### config.mk
export PLATFORM = sky130hd
export DESIGN_NAME = bounded_stack_with_search_unit
export DESIGN_NICKNAME = d
export VERILOG_FILES = /design/src/stk_pkg.sv /design/src/stk_mem.sv /design/src/stk_oreg.sv /design/src/bounded_stack_with_search_unit.sv
export SDC_FILE = /design/constraint.sdc
export NUM_CORES = 1
export LEC_CHECK = 0
export ABC_CLOCK_PERIOD_IN_PS = 14200
export BUFFER_PORTS_ARGS = -buffer_cell sky130_fd_sc_hd__buf_2
export CAP_MARGIN = 20
export CORE_MARGIN = 5
export CORE_UTILIZATION = 25
export DETAILED_ROUTE_END_ITERATION = 10
export PLACE_DENSITY_LB_ADDON = 0.15
export SETUP_SLACK_MARGIN = 0.1
export SLEW_MARGIN = 30
export SYNTH_ARGS = -nofsm -noshare
export SYNTH_HDL_FRONTEND = slang
export SYNTH_SLANG_ARGS = --single-unit
### constraint.sdc
create_clock -name clk -period 14.2 [get_ports clk]
set_input_delay 2.13 -clock clk [delete_from_list [all_inputs] [get_ports clk]]
set_output_delay 2.13 -clock clk [all_outputs]
set_load 0.02 [all_outputs]
### src/stk_pkg.sv
// Shared types and codes for the bounded stack with search.
package stk_pkg;

	localparam int DefDepth = 16;
	localparam int MaxShow = 16;

	localparam logic [2:0] REQ_PUSH = 3'd0;
	localparam logic [2:0] REQ_POP = 3'd1;
	localparam logic [2:0] REQ_PEEK = 3'd2;
	localparam logic [2:0] REQ_SHOW = 3'd3;
	localparam logic [2:0] REQ_SEARCH = 3'd4;

	localparam logic [1:0] ST_OK = 2'd0;
	localparam logic [1:0] ST_OVERFLOW = 2'd1;
	localparam logic [1:0] ST_UNDERFLOW = 2'd2;
	localparam logic [1:0] ST_NOTFOUND = 2'd3;

	typedef struct packed {
		logic [1:0] status;
		logic signed [31:0] data;
		logic [3:0] position;
		logic empty_res;
		logic last;
	} res_t;

endpackage

### src/stk_mem.sv
// Stack word memory: one write port, one read port with registered read data.
module stk_mem import stk_pkg::*; #(
	parameter int DEPTH = DefDepth,
	parameter int AW = (DEPTH > 1) ? $clog2(DEPTH) : 1
) (
	input logic clk,
	input logic we,
	input logic [AW-1:0] waddr,
	input logic signed [31:0] wdata,
	input logic re,
	input logic [AW-1:0] raddr,
	output logic signed [31:0] rdata
);

	logic signed [31:0] mem [DEPTH];

	always_ff @(posedge clk) begin
		if (we) begin
			mem[waddr] <= wdata;
		end
	end

	// hold the last word read until the next read
	always_ff @(posedge clk) begin
		if (re) begin
			rdata <= mem[raddr];
		end
	end

endmodule

### src/stk_oreg.sv
// Output register that holds one result item until the consumer takes it.
module stk_oreg import stk_pkg::*; (
	input logic clk,
	input logic arst_n,
	input logic load,
	input res_t res_in,
	input logic out_stall,
	output logic out_valid,
	output logic can_load,
	output res_t res_q
);

	logic valid_q;

	assign can_load = !valid_q || !out_stall;
	assign out_valid = valid_q;

	always_ff @(posedge clk or negedge arst_n) begin
		if (!arst_n) begin
			valid_q <= 1'b0;
		end else if (can_load) begin
			valid_q <= load;
		end
	end

	always_ff @(posedge clk) begin
		if (load && can_load) begin
			res_q <= res_in;
		end
	end

endmodule

### src/bounded_stack_with_search_unit.sv
// Top level of the bounded stack with search: request decode, scan sequencer, memory.
//
//   channel | handshake            | payload
//   --------+----------------------+-------------------------------------------
//   in      | in_valid / in_stall  | req_type, value
//   out     | out_valid / out_stall| status, data, position, empty_res, last
//
// Push, overflow and empty-stack requests are answered at acceptance. Pop and
// peek go through accept, memory read and result. Show reads up to MaxShow words,
// search up to the word count; the single read port of the stack memory walks
// one slot per cycle. Reset clears the word count and scan state; memory holds
// garbage until written. A stalled output holds its item and pauses the scan.
module bounded_stack_with_search_unit import stk_pkg::*; #(
	parameter int DEPTH = DefDepth
) (
	input logic clk,
	input logic arst_n,
	input logic in_valid,
	output logic in_stall,
	input logic [2:0] req_type,
	input logic signed [31:0] value,
	output logic out_valid,
	input logic out_stall,
	output logic [1:0] status,
	output logic signed [31:0] data,
	output logic [3:0] position,
	output logic empty_res,
	output logic last
);

	localparam int AW = (DEPTH > 1) ? $clog2(DEPTH) : 1;
	localparam int CW = $clog2(DEPTH + 1);

	typedef enum logic [1:0] {
		S_IDLE = 2'b01,
		S_SCAN = 2'b10
	} state_t;

	state_t state_q;
	logic [CW-1:0] count_q;
	logic [CW-1:0] rem_q;
	logic [AW-1:0] ptr_q;
	logic down_q;
	logic search_q;
	logic signed [31:0] key_q;
	logic pend_q;
	logic [AW-1:0] pend_slot_s1;
	logic pend_last_s1;

	logic acc;
	logic can_emit;
	logic load;
	res_t res_in;
	res_t res_q;
	logic signed [31:0] rdata;
	logic mem_we;
	logic mem_re;
	logic [CW-1:0] cnt_dec;
	logic is_empty;
	logic is_full;
	logic match;
	logic need_emit;
	logic consume;
	logic done;
	logic emit_idle;
	res_t res_idle;

	assign is_empty = (count_q == '0);
	assign is_full = (32'(count_q) == DEPTH);
	assign cnt_dec = count_q - CW'(1);

	assign in_stall = !(state_q == S_IDLE && can_emit);
	assign acc = in_valid && !in_stall;

	// scan engine
	assign match = (rdata == key_q);
	assign need_emit = !search_q || match || pend_last_s1;
	assign consume = (state_q == S_SCAN) && pend_q && (!need_emit || can_emit);
	assign done = consume && (search_q ? (match || pend_last_s1) : pend_last_s1);
	assign mem_re = (state_q == S_SCAN) && (rem_q != '0) && (!pend_q || consume) && !done;
	assign mem_we = acc && req_type == REQ_PUSH && !is_full;

	// results decided at acceptance
	always_comb begin
		emit_idle = 1'b0;
		res_idle.status = ST_OK;
		res_idle.data = '0;
		res_idle.position = '0;
		res_idle.empty_res = is_empty;
		res_idle.last = 1'b1;
		if (acc) begin
			case (req_type)
				REQ_PUSH: begin
					emit_idle = 1'b1;
					if (is_full) begin
						res_idle.status = ST_OVERFLOW;
					end else begin
						res_idle.data = value;
						res_idle.position = 4'(count_q);
						res_idle.empty_res = 1'b0;
					end
				end
				REQ_POP, REQ_PEEK, REQ_SHOW, REQ_SEARCH: begin
					if (is_empty) begin
						emit_idle = 1'b1;
						res_idle.status = ST_UNDERFLOW;
					end
				end
				default: begin
					emit_idle = 1'b0;
				end
			endcase
		end
	end

	always_comb begin
		if (emit_idle) begin
			res_in = res_idle;
		end else begin
			res_in.status = (search_q && !match) ? ST_NOTFOUND : ST_OK;
			res_in.data = (search_q && !match) ? 32'sd0 : rdata;
			res_in.position = (search_q && !match) ? 4'd0 : 4'(pend_slot_s1);
			res_in.empty_res = is_empty;
			res_in.last = search_q || pend_last_s1;
		end
	end

	assign load = emit_idle || (consume && need_emit);

	always_ff @(posedge clk or negedge arst_n) begin
		if (!arst_n) begin
			state_q <= S_IDLE;
			count_q <= '0;
			rem_q <= '0;
			pend_q <= 1'b0;
		end else begin
			case (state_q)
				S_IDLE: begin
					if (acc && !is_empty) begin
						case (req_type)
							REQ_POP: begin
								count_q <= cnt_dec;
								rem_q <= CW'(1);
								state_q <= S_SCAN;
							end
							REQ_PEEK: begin
								rem_q <= CW'(1);
								state_q <= S_SCAN;
							end
							REQ_SHOW: begin
								rem_q <= (32'(count_q) > MaxShow) ? CW'(MaxShow) : count_q;
								state_q <= S_SCAN;
							end
							REQ_SEARCH: begin
								rem_q <= count_q;
								state_q <= S_SCAN;
							end
							default: begin
								state_q <= S_IDLE;
							end
						endcase
					end
					if (mem_we) begin
						count_q <= count_q + CW'(1);
					end
				end
				S_SCAN: begin
					if (mem_re) begin
						rem_q <= rem_q - CW'(1);
						pend_q <= 1'b1;
					end else if (consume) begin
						pend_q <= 1'b0;
					end
					if (done) begin
						rem_q <= '0;
						state_q <= S_IDLE;
					end
				end
				default: begin
					state_q <= S_IDLE;
				end
			endcase
		end
	end

	// scan payload: pointer, direction, key and slot of the word in flight
	always_ff @(posedge clk) begin
		if (acc) begin
			key_q <= value;
			search_q <= (req_type == REQ_SEARCH);
			down_q <= (req_type != REQ_SEARCH);
			ptr_q <= (req_type == REQ_SEARCH) ? '0 : cnt_dec[AW-1:0];
		end else if (mem_re) begin
			ptr_q <= down_q ? ptr_q - AW'(1) : ptr_q + AW'(1);
			pend_slot_s1 <= ptr_q;
			pend_last_s1 <= (rem_q == CW'(1));
		end
	end

	stk_mem #(
		.DEPTH(DEPTH),
		.AW(AW)
	) u_mem (
		.clk(clk),
		.we(mem_we),
		.waddr(count_q[AW-1:0]),
		.wdata(value),
		.re(mem_re),
		.raddr(ptr_q),
		.rdata(rdata)
	);

	stk_oreg u_oreg (
		.clk(clk),
		.arst_n(arst_n),
		.load(load),
		.res_in(res_in),
		.out_stall(out_stall),
		.out_valid(out_valid),
		.can_load(can_emit),
		.res_q(res_q)
	);

	assign status = res_q.status;
	assign data = res_q.data;
	assign position = res_q.position;
	assign empty_res = res_q.empty_res;
	assign last = res_q.last;

	a_count_bound: assert property (@(posedge clk) disable iff (!arst_n)
		32'(count_q) <= DEPTH)
		else $error("word count exceeds depth");

	a_load_room: assert property (@(posedge clk) disable iff (!arst_n)
		load |-> can_emit)
		else $error("result produced while output register is blocked");

	a_scan_work: assert property (@(posedge clk) disable iff (!arst_n)
		state_q == S_SCAN |-> (rem_q != '0 || pend_q))
		else $error("scan running with nothing left to read or deliver");

	a_idle_clean: assert property (@(posedge clk) disable iff (!arst_n)
		state_q == S_IDLE |-> !pend_q)
		else $error("word left in flight after scan ended");

endmodule
Yosys cells after proc, flatten, opt, wreduce, memory -nomap -nowiden:

Memories as Yosys holds them, arrays and structs flattened. A register that Yosys moved wholly into a read port is not among the register bits.
Cells that the tools add are included.
Widths: inputs -> output; s select.

* bits in registers: 97
* RAM bits: 512
* input bits: 39
* output and inout bits: 42
* word-level logic and storage cells: 120
* memories kept: 1

Memories
* u_mem.mem: depth 16, width 32, rd ports 1, clocked after memory_dff 1, wr ports 1, line stk_mem.sv:15 `logic signed [31:0] mem [DEPTH];`

* $add $sub $neg: 5
* magnitude comparators: 1
* eq/ne operators: 14
* mux-type cells: 35
* bitwise operators: 1
* reductions and logical operators: 47

Operator list (number)
* $mux 37: 2
* $mux 40: 1
* $mux 39: 1
* $mux 5: 7
* $eq 32x32->1: 1
* $mux 32: 1
* $mux 4: 5
* $pmux 5 s3: 1
* $logic_and 1x1->1: 14
* $logic_not 1->1: 10
* $mux 2: 5
* $pmux 5 s2: 1
* $reduce_bool 2->1: 5
* $sub 5x1->5 const B: 2
* $logic_or 1x1->1: 8
* $mux 1: 8
* $pmux 2 s2: 2
* $eq 3x2->1 const B: 2
* $ne 3x3->1 const B: 2
* $reduce_and 2->1: 3
* $add 5x1->5 const B: 1
* $eq 5x1->1 const B: 1
* $eq 5x5->1 const B: 1
* $gt 5x5->1 const B: 1
* 18 further kinds: 18

Depth between registers and ports, before layout:

* word-level depth: 12
* gate-level depth with buffers: 10
* gate-level depth less buffers: 9

By module:

From an unflattened synthesis, not the netlist that was laid out.

* cells, all modules: 1168
* area total of the unflattened synthesis: 24592.3 sq um

Modules (own cells, without submodules)
* stk_mem: times used 1, cells an instance 838, area an instance 20155.6 sq um, seq. area each 16335.7 sq um
* bounded_stack_with_search_unit: times used 1, cells an instance 286, area an instance 3188.1 sq um, seq. area each 1617.8 sq um
* stk_oreg: times used 1, cells an instance 44, area an instance 1248.7 sq um, seq. area each 1226.2 sq um

Worst setup path after synthesis:

No wires, ideal clock.

* path kind: input port to flip-flop
* start: input port out_stall
* end: register u_oreg.res_q[0] (netlist name)
* arrival time: 5268 ps
* slack: 8438 ps
* stages on the path: 3
* path buffers: 0
* path through: nand2_1 -> nand3_1 -> o21ai_0

* word-level cells in the longest chain between the ends: 7

Ends and longest elaborated chain
* start, declared: line bounded_stack_with_search_unit.sv:23 `input logic out_stall,`
* $logic_not 1->1 *: line stk_oreg.sv:15 `assign can_load = !valid_q || !out_stall;`
* $logic_or 1x1->1 *: line stk_oreg.sv:15
* $logic_and 1x1->1 / $logic_or 1x1->1 (equally long branches): line bounded_stack_with_search_unit.sv:72, bounded_stack_with_search_unit.sv:78
* $logic_and 1x1->1 (on tied branches): line bounded_stack_with_search_unit.sv:73, bounded_stack_with_search_unit.sv:78
* $mux 1 / $logic_and 1x1->1 (equally long branches): line bounded_stack_with_search_unit.sv:91, bounded_stack_with_search_unit.sv:128
* $logic_or 1x1->1: line bounded_stack_with_search_unit.sv:128 `assign load = emit_idle || (consume && need_emit);`
* $logic_and 1x1->1 *: line stk_oreg.sv:27 `if (load && can_load) begin`

Mark *: on every way between the ends. The rest lies on a longest branch, timed or not.
A chain may end at the register's enable or synchronous reset.

Worst setup path after layout:

* start: input port out_stall
* end: output port in_stall

* word-level cells in the longest chain between the ends: 4

Ends and longest elaborated chain
* $logic_not 1->1: line stk_oreg.sv:15
* $logic_or 1x1->1: line stk_oreg.sv:15
* $logic_and 1x1->1: line bounded_stack_with_search_unit.sv:72 `assign in_stall = !(state_q == S_IDLE && can_emit);`
* $logic_not 1->1: line bounded_stack_with_search_unit.sv:72
* end, declared: line bounded_stack_with_search_unit.sv:19 `output logic in_stall,`

Every way passes these cells.

==> results.toml <==
[final_layout]
area_growth_pct = 17.93
instances_no_fill = 2571
design_area_sq_mm = 0.02921
final_common_cell = "edfxtp_1"
nets = 1275
drive_above_1_share_pct = 32.11
layout_common_cells = "627 x edfxtp_1, 160 x mux4_2, 80 x buf_2"

[die]
core-area_sq_mm = 0.09842
start_util_pct = 25.16
rows = 115
die_h_um = 324.7
die_w_um = 324.7
die-area_sq_mm = 0.1055
io_pins = 81

[route]
drt_wl_total_um = 63540
vias = 11370
drt-vias-per-instance = 4.420
drc = 0
drt_iter0_drc = 880
dr.pass1.iters = 5
wl_per_cell_um = 24.71
postRouteAntennaNets = 0

[placement]
dp_cells = 2435
dp_hpwl_um = 36300
io_buffer_count = 80
dpl_worst_slack_ns = 9.323
place_area_sq_mm = 0.02683
place.gp.congestion = 0.7058

[global_routing]
grt_use_total_pct = 11.87
antenna_found_initial = 1
first_global_vias = 12010
grt_max_degree = 132
grt_overflow = 0
grt_pass1_wl_um = 91350

[cts]
cts_resized = 0
numCtsBuffers = 74
path_clk_slew_ns = 0.05
tritoncts = "built"
cts.sinks = 641
clock_latency_ns = 0.62
htreeDepth = 3
hold_buffers = 0
root_buffer = "clkbuf_16"
clockBufferDepth = 3
cts_setup_buffers = 0

[worst_hold_path]
hold_path_class = "reg2reg"
min_path_cells = 1
whs_endpoint = "pend_q"
holdCritStartpoint = "pend_q"

[timing]
finalCritPeriodShare_pct = 33.53
worst_pin_slew_ns = 0.8762
layout_setup_ws_ns = 9.439
hold_slack_ns = 0.5298
rsz0062_at_grt = "no"
finClkSkew_ns = 0.02856
fin_setup_tns_ns = 0
setup-violations-final = 0
hold_viol_final = 0
min_period_ns = 4.761
slew_viol_final = 0
fmax_mhz = 210.1
relSlewSlack_pct = 41.58

[critical_path]
r2r_start = "ptr_q[0]"
r2r-end = "u_mem.rdata[5]"
endpoint_kind = "primary output"
ff2ff_setup_slack_ns = 10.51
crit_required_ns = 12.07
worstSetupPathType = "in2out"
worstRegToRegCells = 5
critical_path_peak_fanout = 5
start_kind = "input pin"
crit_arrival_ns = 2.63

[logic_synthesis]
ys_seq_area_share_pct = 77.45
synth_xor_area_share_pct = 1.521
netlist_area_sq_mm = 0.02477
synth_fa_ha_area_share_pct = 0.5861
yosysWarningCount = 0
synthCells = 1090
synthSimpleGateAreaFrac_pct = 2.061
synth_compound_area_share_pct = 2.663
yosysUniqueCellTypes = 54
synth_ff_type = "edfxtp_1"
synth_top_family_by_area = "multiplexers"
ys_ff_latch = 641
ys_async_sr_fraction_pct = 2.184
synth_edf_count = 627
synthMuxAreaShare_pct = 14.55
avgSynthCellArea_sq_um = 22.72
syn_nets = 1140

[pwr]
p_leak_nw = 9.243
irDropWorstVdd_mv = 0.09196
power_density_mw_per_mm2 = 184.0

[run]
maxCapViolCount = 0

[run_status]
status = "completed"
[synth_stat cells, types with 2 or more instances]
cell type,count,area share [%]
edfxtp_1,627,76
nand2_1,21,0.32
nand2b_1,4,0.10
buf_4,8,0.24
and3_1,6,0.15
nor4_2,2,0.10
or3_1,2,0.051
inv_1,13,0.20
clkbuf_1,18,0.27
buf_6,2,0.091
nand2_2,2,0.051
ha_1,10,0.51
a21oi_1,17,0.34
dfrtp_1,13,1.3
nand4_1,9,0.23
mux4_2,160,15
nand3_1,4,0.081
xnor2_1,36,1.3
nor2_1,15,0.23
buf_1,6,0.091
a22o_1,37,1.3
o2bb2ai_1,2,0.071
nor3_1,3,0.061
a21oi_2,2,0.071
o21ai_1,2,0.040
and2_1,14,0.35
o21ai_0,10,0.20
buf_2,13,0.26
xor2_1,7,0.25
[kinds of logic after synthesis]
logic type	after synthesis
XOR/XNOR	43
multiplexers	160
adder cells (fa/ha/maj)	11
flip-flops	641
buffers and inverters	61
AND/OR/NAND/NOR	90
AO/OA/AOI/OAI	84
[critical path, cell delays in order]
cell     delay (ns)
buf_2          0.10
nand2_1        0.14
nand2_1        0.09
buf_2          0.16
[worst max-delay path by stage]
stage	startpoint	end	depth (start not counted)
5_1_grt	out_stall	in_stall	4
3_3_place_gp	req_type[1]	u_mem.mem[2][17]	7
3_5_place_dp	req_type[1]	u_mem.mem[12][9]	7
6_report	out_stall	in_stall	4
2_1_floorplan	out_stall	u_oreg.res_q[0]	3
4_1_cts	out_stall	in_stall	4
[where the power goes]
| group | total [mW] | switching (mW) | internal (mW) |
|---|---|---|---|
| Sequential | 2.30 | 0.0811 | 2.22 |
| Combinational | 1.22 | 0.637 | 0.579 |
| Clock | 1.85 | 0.769 | 1.08 |
| Total | 5.37 | 1.49 | 3.89 |
[sequential cells by signal, indices dropped and copies added (netlist names), 2 cells and up]
signal / count
rem_q: 5
key_q: 32
ptr_q: 4
u_oreg.res_q: 40
u_mem.mem: 512
u_mem.rdata: 32
count_q: 5
state_q: 2
pend_slot_s1: 4
[metrics by stage]
stage	power (mW)	utilization, %
3_3_place_gp	3.602	27.22
2_1_floorplan	3.197	-
6_report	5.373	29.67
4_1_cts	5.486	29.64
5_1_grt	5.636	29.67
3_5_place_dp	3.605	27.26
[per-layer routing]
| metal | wire, um | part of all wire (%) | vias to the layer above | GRT usage [%] |
|---|---|---|---|---|
| li1 | - | - | 4873 | - |
| met3 | 2233 | 3.5 | 81 | 2.323 |
| met5 | 10 | 0.016 | - | 0 |
| met1 | 29680 | 47 | 6200 | 16.72 |
| met4 | 1177 | 1.9 | 2 | 2.747 |
| met2 | 30440 | 48 | 209 | 19.11 |
[layout make-up]
type                            instances  area, sq um
Clock buffer                           89         1929
Multi-Input combinational cell        388         5359
Fill cell                            9627        69210
Inverter                               14        52.55
Timing Repair Buffer                  106        651.9
Tap cell                             1287         1610
Antenna cell                            1        2.502
Clock inverter                         45        420.4
Sequential cell                       641        19180
Note: power is estimated with default switching activity, not from simulation.
